`src/rtl/lbcs_pkg.sv`:
```
package lbcs_pkg;

  // Stack geometry and field widths.
  localparam int STACK_DEPTH = 16;
  localparam int COUNT_W     = 16;
  localparam int LIMIT_W     = 16;
  localparam int KIND_W      = 2;
  localparam int DEPTH_W     = 5;
  localparam int PTR_W       = $clog2(STACK_DEPTH + 1);
  localparam int CMP_W       = (COUNT_W > LIMIT_W) ? COUNT_W : LIMIT_W;

  // Stream word widths.
  localparam int IN_TDATA_W  = 24;
  localparam int IN_TUSER_W  = 4;
  localparam int OUT_TDATA_W = 16;

  localparam logic [LIMIT_W-1:0] DFLT_LIMIT_RESET = LIMIT_W'(1000);
  localparam logic [KIND_W-1:0]  KIND_IF          = KIND_W'(0);

  typedef enum logic [1:0] {
    REQ_ENTER    = 2'd0,
    REQ_CONTINUE = 2'd1,
    REQ_EXIT     = 2'd2,
    REQ_BREAK    = 2'd3
  } req_t;

  typedef enum logic [1:0] {
    ST_OK    = 2'd0,
    ST_FULL  = 2'd1,
    ST_EMPTY = 2'd2
  } status_t;

  typedef struct packed {
    req_t                req;
    logic [KIND_W-1:0]   kind;
    logic                cond;
    logic [LIMIT_W-1:0]  limit;
  } item_t;

  typedef struct packed {
    status_t             status;
    logic                again;
    logic                exec;
    logic [DEPTH_W-1:0]  depth;
  } result_t;

  typedef struct packed {
    logic [KIND_W-1:0]   kind;
    logic                cond;
    logic [COUNT_W-1:0]  count;
    logic [LIMIT_W-1:0]  limit;
  } frame_t;

endpackage

```
`src/rtl/lbcs_stack.sv`:
```
module lbcs_stack (
  input  logic                            clk,
  input  logic                            rst_n,
  input  logic                            go,
  input  lbcs_pkg::item_t                 item,
  input  logic [lbcs_pkg::LIMIT_W-1:0]    dflt_limit,
  output lbcs_pkg::result_t               res
);
  import lbcs_pkg::*;

  localparam int NEXT_IDX = (STACK_DEPTH > 1) ? 1 : 0;

  // The top frame lives in entry 0; push shifts down, pop shifts up.
  frame_t           stk_r   [STACK_DEPTH];
  frame_t           stk_nxt [STACK_DEPTH];
  logic [PTR_W-1:0] top_r, top_nxt;
  logic             brk_r, brk_nxt;

  frame_t             top_frm, new_frm, upd_frm;
  logic [COUNT_W-1:0] cnt_inc;
  logic               again_c, exec_cond, push, pop, upd;

  // Work out the request against the top frame and the pointer.
  always_comb begin
    top_frm = stk_r[0];
    cnt_inc = (&top_frm.count) ? top_frm.count : top_frm.count + COUNT_W'(1);
    upd_frm       = top_frm;
    upd_frm.count = cnt_inc;
    again_c       = 1'b0;
    if (CMP_W'(cnt_inc) < CMP_W'(top_frm.limit)) begin
      upd_frm.cond = item.cond;
      again_c      = item.cond;
    end

    new_frm.kind  = item.kind;
    new_frm.cond  = item.cond;
    new_frm.count = '0;
    new_frm.limit = (item.limit != '0) ? item.limit : dflt_limit;

    push       = 1'b0;
    pop        = 1'b0;
    upd        = 1'b0;
    top_nxt    = top_r;
    brk_nxt    = brk_r;
    exec_cond  = top_frm.cond;
    res.status = ST_OK;
    res.again  = 1'b0;

    unique case (item.req)
      REQ_ENTER: begin
        if (top_r == PTR_W'(STACK_DEPTH)) begin
          res.status = ST_FULL;
        end else begin
          push      = 1'b1;
          top_nxt   = top_r + PTR_W'(1);
          exec_cond = item.cond;
        end
      end
      REQ_CONTINUE: begin
        if (top_r == '0) begin
          res.status = ST_EMPTY;
        end else if (top_frm.kind != KIND_IF) begin
          upd       = 1'b1;
          res.again = again_c;
          exec_cond = upd_frm.cond;
        end
      end
      REQ_EXIT: begin
        if (top_r == '0) begin
          res.status = ST_EMPTY;
        end else begin
          pop       = 1'b1;
          top_nxt   = top_r - PTR_W'(1);
          brk_nxt   = 1'b0;
          exec_cond = stk_r[NEXT_IDX].cond;
        end
      end
      REQ_BREAK: begin
        brk_nxt = 1'b1;
      end
    endcase

    if (brk_nxt) begin
      res.exec = 1'b0;
    end else if (top_nxt == '0) begin
      res.exec = 1'b1;
    end else begin
      res.exec = exec_cond;
    end
    res.depth = DEPTH_W'(top_nxt);
  end

  // Next contents of the frame stack.
  always_comb begin
    stk_nxt = stk_r;
    if (push) begin
      stk_nxt[0] = new_frm;
      for (int k = 1; k < STACK_DEPTH; k++) begin
        stk_nxt[k] = stk_r[k-1];
      end
    end else if (pop) begin
      for (int k = 0; k < STACK_DEPTH - 1; k++) begin
        stk_nxt[k] = stk_r[k+1];
      end
    end else if (upd) begin
      stk_nxt[0] = upd_frm;
    end
  end

  // Pointer and break flag.
  always_ff @(posedge clk) begin
    if (!rst_n) begin
      top_r <= '0;
      brk_r <= 1'b0;
    end else if (go) begin
      top_r <= top_nxt;
      brk_r <= brk_nxt;
    end
  end

  // Frame contents carry no reset; entries at or above the pointer never affect a result.
  always_ff @(posedge clk) begin
    if (go) begin
      stk_r <= stk_nxt;
    end
  end

endmodule

```
`src/rtl/loop_branch_control_stack_top.sv`:
```
// Loop and branch control stack: takes one request word per cycle (enter, loop continue,
// exit, break) and returns one result word for each, in order. A request sits in an input
// register while the top frame and stack pointer are updated, and its result is
// registered in the output register when the request advances. The sustained rate is one
// request per cycle while the output is not stalled, as the top frame is updated each time
// a request advances. A stalled output holds the input register and then the input side.
// The default iteration limit is to be written by the user through the cfg port only
// while the block is idle; the block itself does not enforce this.
module loop_branch_control_stack_top (
  input  logic                                clk,
  input  logic                                rst_n,
  input  logic                                in_tvalid,
  output logic                                in_tready,
  // condition [0], iteration_limit [16:1], zero fill above
  input  logic [lbcs_pkg::IN_TDATA_W-1:0]     in_tdata,
  // req_type [1:0], block_kind [3:2]
  input  logic [lbcs_pkg::IN_TUSER_W-1:0]     in_tuser,
  output logic                                out_tvalid,
  input  logic                                out_tready,
  // status [1:0], loop_again [2], should_execute [3], stack_depth [8:4], zero fill above
  output logic [lbcs_pkg::OUT_TDATA_W-1:0]    out_tdata,
  input  logic                                cfg_valid,
  output logic                                cfg_ready,
  input  logic [lbcs_pkg::LIMIT_W-1:0]        cfg_data
);
  import lbcs_pkg::*;

  logic               in_vld_r, out_vld_r;
  item_t              in_item_r;
  result_t            out_res_r, res;
  logic [LIMIT_W-1:0] dflt_r;
  logic               advance;

  // A request moves on when the result register is free or being emptied.
  assign advance   = in_vld_r && (!out_vld_r || out_tready);
  assign in_tready = !in_vld_r || advance;
  assign cfg_ready = 1'b1;

  // Configuration register.
  always_ff @(posedge clk) begin
    if (!rst_n) begin
      dflt_r <= DFLT_LIMIT_RESET;
    end else if (cfg_valid) begin
      dflt_r <= cfg_data;
    end
  end

  // Input register.
  always_ff @(posedge clk) begin
    if (!rst_n) begin
      in_vld_r <= 1'b0;
    end else if (in_tvalid && in_tready) begin
      in_vld_r <= 1'b1;
    end else if (advance) begin
      in_vld_r <= 1'b0;
    end
  end

  always_ff @(posedge clk) begin
    if (in_tvalid && in_tready) begin
      in_item_r.req   <= req_t'(in_tuser[1:0]);
      in_item_r.kind  <= in_tuser[3:2];
      in_item_r.cond  <= in_tdata[0];
      in_item_r.limit <= in_tdata[LIMIT_W:1];
    end
  end

  lbcs_stack u_stack (
    .clk        (clk),
    .rst_n      (rst_n),
    .go         (advance),
    .item       (in_item_r),
    .dflt_limit (dflt_r),
    .res        (res)
  );

  // Result register.
  always_ff @(posedge clk) begin
    if (!rst_n) begin
      out_vld_r <= 1'b0;
    end else if (advance) begin
      out_vld_r <= 1'b1;
    end else if (out_tready) begin
      out_vld_r <= 1'b0;
    end
  end

  always_ff @(posedge clk) begin
    if (advance) begin
      out_res_r <= res;
    end
  end

  assign out_tvalid = out_vld_r;
  assign out_tdata  = OUT_TDATA_W'({out_res_r.depth, out_res_r.exec, out_res_r.again,
                                    out_res_r.status});

endmodule

```
`config.mk`:
```
export PLATFORM = sky130hd
export DESIGN_NAME = loop_branch_control_stack_top
export DESIGN_NICKNAME = d
export VERILOG_FILES = /design/src/rtl/lbcs_pkg.sv /design/src/rtl/lbcs_stack.sv /design/src/rtl/loop_branch_control_stack_top.sv
export SDC_FILE = /design/constraint.sdc
export NUM_CORES = 1
export LEC_CHECK = 0
export BUFFER_PORTS_ARGS = -buffer_cell sky130_fd_sc_hd__buf_2
export CAP_MARGIN = 20
export CORE_ASPECT_RATIO = 2
export CORE_UTILIZATION = 60
export CTS_BUF_LIST = sky130_fd_sc_hd__clkbuf_8
export CTS_CLUSTER_DIAMETER = 50
export DETAILED_ROUTE_END_ITERATION = 16
export PLACE_DENSITY_LB_ADDON = 0.05
export SLEW_MARGIN = 20
export SYNTH_ARGS = -nofsm -noshare
export SYNTH_HDL_FRONTEND = slang
export SYNTH_SLANG_ARGS = --single-unit
```
`constraint.sdc`:
```
create_clock -name clk -period 44.8 [get_ports clk]
set_clock_uncertainty 0.2 [all_clocks]
set_input_delay 8.96 -clock clk [delete_from_list [all_inputs] [get_ports clk]]
set_output_delay 8.96 -clock clk [all_outputs]
set_load 0.01 [all_outputs]
```
# [Word level (Yosys, flattened, before mapping)]
# Cells that the tools add are included.
[totals] reg_bits=614 latchBits=0 mem_bits_rw=0 mem_bits_ro=0 in_bits=49 output_inout_bits=19 word_cells=141 memories=0
[classes] n_addsub=3 multipliers=0 n_div=0 order_cmp=1 n_eq_ne=4 shifts=0 n_mux=32 bitwise=3 n_reduce_logical=21
[op_table] cell="2-to-1 mux 525 bit" count=1
[op_table] cell="2-to-1 mux 490 bit" count=1
[op_table] cell="2-to-1 mux 35 bit" count=1
[op_table] cell="2-to-1 mux 33 bit" count=1
[op_table] cell="2-to-1 mux 16 bit" count=2
[op_table] cell="2-to-1 mux 1 bit" count=19
[op_table] cell="adder 16 x 1 -> 16 bit (second input constant)" count=1
[op_table] cell="< comparator 16 bit" count=1
[op_table] cell="AND reduction 16 bit" count=1
[op_table] cell="nonzero test 16 bit" count=1
[op_table] cell="logical NOT 5 bit" count=2
[op_table] cell="2-to-1 mux 5 bit" count=2
[op_table] cell="case mux 5 bit (2 select lines)" count=1
[op_table] cell="nonzero test 2 bit" count=4
[op_table] cell="AND reduction 2 bit" count=3
[op_table] cell="adder 5 x 1 -> 5 bit (second input constant)" count=1
[op_table] cell="== test 5 bit (second input constant)" count=1
[op_table] cell="subtractor 5 x 1 -> 5 bit (second input constant)" count=1
[op_table] cell="== test 2 bit (second input constant)" count=2
[op_table] cell="case mux 2 bit (2 select lines)" count=1
[op_table] cell="OR reduction 4 bit" count=1
[op_table] cell="inverter 1 bit" count=3
[op_table] cell="case mux 1 bit (3 select lines)" count=1
[op_table] cell="nonzero test 3 bit" count=1
[op_table] cell="8 further kinds" count=11

# [Depth between registers and ports, before layout]
[depth] ltp_word=8 mapped_depth=15 mapped_depth_nobuf=15

# [Cells and area by module]
# Synthesis repeated with hierarchy kept, for this count alone.
[hier_totals] hier_cells=2553 hier_area_um2=26434.1
[modules_own_cells] module="lbcs_stack" instances=1 cells_per_inst=2453 area_each_um2=24780.0 seq_area_each_um2=16936.2
[modules_own_cells] module="loop_branch_control_stack_top" instances=1 cells_per_inst=100 area_each_um2=1654.1 seq_area_each_um2=1261.2

# [Least setup slack after synthesis]
# No wires, ideal clock.
[synth_path] path_kind="input -> register" startpoint="in out_tready" endpoint="reg u_stack.top_r[0]" setup_ps=170 arrival_time_ps=37028 required_time_ps=44430 setup_slack_ps=7402 cell_stages=5 n_path_buf=1 path_cell_list="nor2b_1 nand2b_1 clkbuf_1 a21oi_1 o221a_2"
[synth_via] elab_chain_cells=2
[synth_rtl] item="from (decl)" line="loop_branch_control_stack_top.sv:19" text="input logic out_tready,"
[synth_rtl] item="logical OR 1 bit" line="loop_branch_control_stack_top.sv:35" text="assign advance = in_vld_r && (!out_vld_r || out_tready);"
[synth_rtl] item="logical AND 1 bit" line="loop_branch_control_stack_top.sv:35"
[synth_rtl] item="to (signal assigned)" line="lbcs_stack.sv:116" text="top_r <= top_nxt;"
[synth_rtl] item="to (decl)" line="lbcs_stack.sv:16" text="logic [PTR_W-1:0] top_r, top_nxt;"
# No other way between the ends.
# A chain may end at the register's enable or synchronous reset.

# [Worst setup path in the final report]
[layout_path] startpoint="in out_tready" endpoint="out in_tready"
[layout_via] elab_chain_cells=3
[layout_rtl] item="logical OR 1 bit" line="loop_branch_control_stack_top.sv:35"
[layout_rtl] item="logical AND 1 bit" line="loop_branch_control_stack_top.sv:35"
[layout_rtl] item="logical OR 1 bit" line="loop_branch_control_stack_top.sv:36" text="assign in_tready = !in_vld_r || advance;"
[layout_rtl] item="to (decl)" line="loop_branch_control_stack_top.sv:13" text="output logic in_tready,"
# No other way between the ends.

==> impl_metrics.prom <==
# TYPE chip_impl_metric gauge
chip_impl_metric{name="fin_crit",unit="ns"} 18.70
chip_impl_metric{name="cts_num_sinks",unit=""} 614
chip_impl_metric{name="globalRoute.totalOverflow",unit=""} 0
chip_impl_metric{name="r2r_slack",unit="ns"} 39.25
chip_impl_metric{name="drt_iter0_drc",unit=""} 1458
chip_impl_info{name="cpMostUsedCell",value="sky130_fd_sc_hd__buf_2"} 1
chip_impl_metric{name="fp.coreArea",unit="um2"} 43400
chip_impl_info{name="critPathCaptureType",value="output pin"} 1
chip_impl_metric{name="worst-endpoint-required",unit="ns"} 35.64
chip_impl_info{name="slowest_stage",value="sky130_fd_sc_hd__nor2b_1"} 1
chip_impl_metric{name="worst-endpoint-arrival",unit="ns"} 9.54
chip_impl_metric{name="start_util",unit="%"} 60.8
chip_impl_info{name="startpoint",value="out_tready"} 1
chip_impl_info{name="timing_worst_setup_path_type",value="in2out"} 1
chip_impl_metric{name="number_of_top_level_pins",unit=""} 68
chip_impl_metric{name="final_count_of_hold_timing_violations",unit=""} 0
chip_impl_info{name="worstPathCellList",value="buf_2 > nor2b_1 > nand2_1 > buf_2"} 1
chip_impl_info{name="synth_flop_cell",value="sky130_fd_sc_hd__edfxtp_1"} 1
chip_impl_metric{name="asyncSetResetFlopFracSynth",unit="%"} 0
chip_impl_metric{name="place_area",unit="um2"} 26900
chip_impl_metric{name="grt_start_max_net_pins",unit=""} 269
chip_impl_metric{name="ys.warnings.count",unit=""} 0
chip_impl_metric{name="reg2regPathDepth",unit=""} 9
chip_impl_info{name="min_from",value="u_stack.stk_r[50]$_DFFE_PP_"} 1
chip_impl_metric{name="area_growth",unit="%"} 8.31
chip_impl_info{name="synth_top_family_by_area",value="simple AND/OR/NAND/NOR gates"} 1
chip_impl_metric{name="remaining_drc_errors",unit=""} 0
chip_impl_metric{name="ys_types",unit=""} 62
chip_impl_metric{name="clk_latency",unit="ns"} 0.63
chip_impl_metric{name="max_clock_freq",unit="MHz"} 53.5
chip_impl_metric{name="wl",unit="um"} 48900
chip_impl_metric{name="finalSetupViolations",unit=""} 0
chip_impl_metric{name="post_cts.resized_instances",unit=""} 0
chip_impl_metric{name="fp.dieArea",unit="um2"} 44900
chip_impl_metric{name="postCtsHoldBufs",unit=""} 0
chip_impl_info{name="crit-reg2reg-launch",value="u_stack.top_r[0]$_SDFFE_PN0P_"} 1
chip_impl_metric{name="cts_inserted_buffers",unit=""} 84
chip_impl_info{name="netlist_top_cells_count",value="1498 x sky130_fd_sc_hd__nand2_1, 590 x sky130_fd_sc_hd__edfxtp_1, 80 x sky130_fd_sc_hd__clkbuf_1"} 1
chip_impl_info{name="regToRegEndpoint",value="u_stack.stk_r[389]$_DFFE_PP_"} 1
chip_impl_metric{name="worst_hold_path.num_cells",unit=""} 0
chip_impl_metric{name="drive_gt1_share",unit="%"} 7.09
chip_impl_metric{name="dieHeight",unit="um"} 299
chip_impl_metric{name="synth-edff-count",unit=""} 590
chip_impl_metric{name="yosys.area.top_type_share",unit="%"} 67.2
chip_impl_metric{name="portBuffers",unit=""} 52
chip_impl_metric{name="final_area",unit="um2"} 28600
chip_impl_metric{name="fin_setup_tns",unit="ns"} 0
chip_impl_metric{name="die_w",unit="um"} 150
chip_impl_metric{name="slew_limit_fails",unit=""} 0
chip_impl_metric{name="syn_avg_cell_area",unit="um2"} 10.4
chip_impl_metric{name="timing.critical_path.slowest_cell_delay",unit="ns"} 0.23
chip_impl_metric{name="synth.cell_area",unit="um2"} 26400
chip_impl_metric{name="routed_via_density",unit=""} 5.41
chip_impl_metric{name="synthAdderAreaFrac",unit="%"} 1.04
chip_impl_metric{name="peakVddDrop",unit="mV"} 0.0246
chip_impl_metric{name="synth_compound_gate_area_share",unit="%"} 2.72
chip_impl_metric{name="path_buf_inv",unit=""} 2
chip_impl_metric{name="totalPowerFinal",unit="uW"} 1130
chip_impl_metric{name="yosys.area_share.xor_xnor",unit="%"} 0.432
chip_impl_metric{name="synthCells",unit=""} 2541
chip_impl_metric{name="clock_path_buffers",unit=""} 3
chip_impl_metric{name="muxShareOfSynthArea",unit="%"} 0.726
chip_impl_metric{name="cts-htree-levels",unit=""} 3
chip_impl_metric{name="max_slew_margin",unit="%"} 25.9
chip_impl_metric{name="first_pass_grt_wire_length",unit="um"} 80100
chip_impl_metric{name="vias",unit=""} 17200
chip_impl_metric{name="final_min_period_over_clock_period",unit="%"} 41.8
chip_impl_info{name="synth.most_common_cell",value="sky130_fd_sc_hd__nand2_1"} 1
chip_impl_metric{name="detailedPlacementHpwl",unit="um"} 28300
chip_impl_info{name="holdPathEnd",value="u_stack.stk_r[15]$_DFFE_PP_"} 1
chip_impl_info{name="worstSetupStartpointType",value="input port"} 1
chip_impl_info{name="clk_root_buffer_cell",value="sky130_fd_sc_hd__clkbuf_8"} 1
chip_impl_metric{name="grt_pass1_vias",unit=""} 16600
chip_impl_metric{name="power-per-cell-area",unit="nW/um2"} 39.7
chip_impl_metric{name="clk_pin_slew_worst_paths",unit="ns"} 0.06
chip_impl_info{name="critical_path.top_delay_family",value="simple AND/OR/NAND/NOR gates"} 1
chip_impl_metric{name="drt.antenna.violating_nets",unit=""} 0
chip_impl_metric{name="globalplace.congestion",unit=""} 0.823
chip_impl_metric{name="nNetsFinal",unit=""} 2633
chip_impl_info{name="synth.top_cells.by_area",value="sky130_fd_sc_hd__edfxtp_1 67%, sky130_fd_sc_hd__nand2_1 21%, sky130_fd_sc_hd__dfxtp_1 1.8%"} 1
chip_impl_metric{name="timing.critical_path.fanout_max",unit=""} 4
chip_impl_metric{name="detailedRoute.firstPassIterationCount",unit=""} 5
chip_impl_metric{name="initial_antenna_violation_count",unit=""} 1
chip_impl_metric{name="ys_ff_latch",unit=""} 614
chip_impl_metric{name="grt.total_usage",unit="%"} 22.2
chip_impl_metric{name="static-leakage-power",unit="uW"} 0.0120
chip_impl_metric{name="tightest_slew",unit="ns"} 1.11
chip_impl_metric{name="placement_rows",unit=""} 108
chip_impl_metric{name="synth.yosys.seq_area_share",unit="%"} 69.0
chip_impl_info{name="yosysTopAreaCell",value="sky130_fd_sc_hd__edfxtp_1"} 1
chip_impl_metric{name="cts_setup_buffers",unit=""} 0
chip_impl_metric{name="max_cap_viol_count",unit=""} 0
chip_impl_info{name="tritoncts_clock_tree",value="done"} 1
chip_impl_info{name="unrepaired_setup_endpoints_after_global_routing",value="false"} 1
chip_impl_info{name="run_status",value="finished clean"} 1
chip_impl_metric{name="routed_wire_length_per_instance",unit="um"} 15.4
chip_impl_metric{name="synthSimpleGateAreaFrac",unit="%"} 23.4
chip_impl_info{name="timing.hold.worst.class",value="reg2reg"} 1
chip_impl_metric{name="nFillCells",unit=""} 3462
-- cells in the final DEF, fill, tap and decap left out, types with 3 or more instances in the layout --
cell / n
sky130_fd_sc_hd__nor2_1: 35
sky130_fd_sc_hd__bufinv_16: 3
sky130_fd_sc_hd__xor2_1: 7
sky130_fd_sc_hd__xnor2_1: 6
sky130_fd_sc_hd__clkinv_1: 17
sky130_fd_sc_hd__o21ai_0: 43
sky130_fd_sc_hd__clkbuf_8: 94
sky130_fd_sc_hd__a21oi_1: 31
sky130_fd_sc_hd__nand2_1: 1498
sky130_fd_sc_hd__inv_1: 52
sky130_fd_sc_hd__clkinv_2: 5
sky130_fd_sc_hd__buf_12: 3
sky130_fd_sc_hd__conb_1: 8
sky130_fd_sc_hd__a21boi_0: 3
sky130_fd_sc_hd__and2_1: 3
sky130_fd_sc_hd__nand2b_1: 3
sky130_fd_sc_hd__nor4_1: 5
sky130_fd_sc_hd__nor3_1: 11
sky130_fd_sc_hd__nor2b_1: 12
sky130_fd_sc_hd__ha_1: 22
sky130_fd_sc_hd__and4_1: 3
sky130_fd_sc_hd__o211a_1: 4
sky130_fd_sc_hd__buf_2: 52
sky130_fd_sc_hd__dfxtp_1: 24
sky130_fd_sc_hd__edfxtp_1: 590
sky130_fd_sc_hd__buf_4: 9
sky130_fd_sc_hd__nand3_1: 7
sky130_fd_sc_hd__mux2i_1: 18
-- where the power goes --
group          switching [uW]  internal [uW]
registers                7.89            648
logic                    45.0           19.7
clock network             204            209
-- per-stage QoR --
stage | util [%] | worst slack [ns] | instances | hold slack [ns]
after detailed placement | 62.0 | 26.08 | 3024 | 0.233
after CTS | 65.7 | 26.08 | 3173 | 0.255
after global placement | 62.0 | 26.12 | 3024 | 0.232
after floorplan | - | 7.40 | 2547 | 0.226
after global routing | 65.9 | 26.05 | 3176 | 0.258
final | 65.9 | 26.10 | 3176 | 0.252
-- kinds of logic (layout without fill, tap and decap cells) --
kind of cell / after synthesis / count (layout)
AOI/OAI and AO/OA: 114 / 114
DFF: 614 / 614
buffers and inverters: 162 / 240
other: 2 / 9
and+or+nand+nor: 1595 / 1595
muxes: 19 / 19
adders and majority gates: 22 / 22
xor gates and xnor gates: 13 / 13
-- worst max-delay path by stage --
stage          cells after the start  slack, ns                            end
5_1_grt                            4      26.05                      in_tready
4_1_cts                            4      26.08                      in_tready
6_report                           4      26.10                      in_tready
2_1_floorplan                      5       7.40  u_stack.top_r[0]$_SDFFE_PN0P_
3_3_place_gp                       4      26.12                      in_tready
3_5_place_dp                       4      26.08                      in_tready
-- state kept, by name, indices dropped and copies added (netlist names) --
name / cells
dflt_r: 16
in_item_r: 21
in_vld_r: 1
out_tdata: 9
out_tvalid: 1
u_stack.brk_r: 1
u_stack.stk_r: 560
u_stack.top_r: 5
-- area by class of cell --
cell class	count	area, um2	share of cell area [%]
Antenna cell	1	2.50	0.00876
Clock buffer	94	1290	4.53
Clock inverter	55	297	1.04
Inverter	23	86.3	0.302
Multi-Input combinational cell	1771	7540	26.4
Sequential cell	614	18200	63.7
Tap cell	550	688	2.41
Timing Repair Buffer	68	465	1.63
-- per-layer routing --
layer	vias up	global-route usage (%)	wire length, um
li1	8427	-	-
met1	8334	29.2	21100
met2	335	37.1	24900
met3	89	3.69	1840
met4	0	7.65	1080
met5	-	0	0
Power figures use the tool's default switching activity.
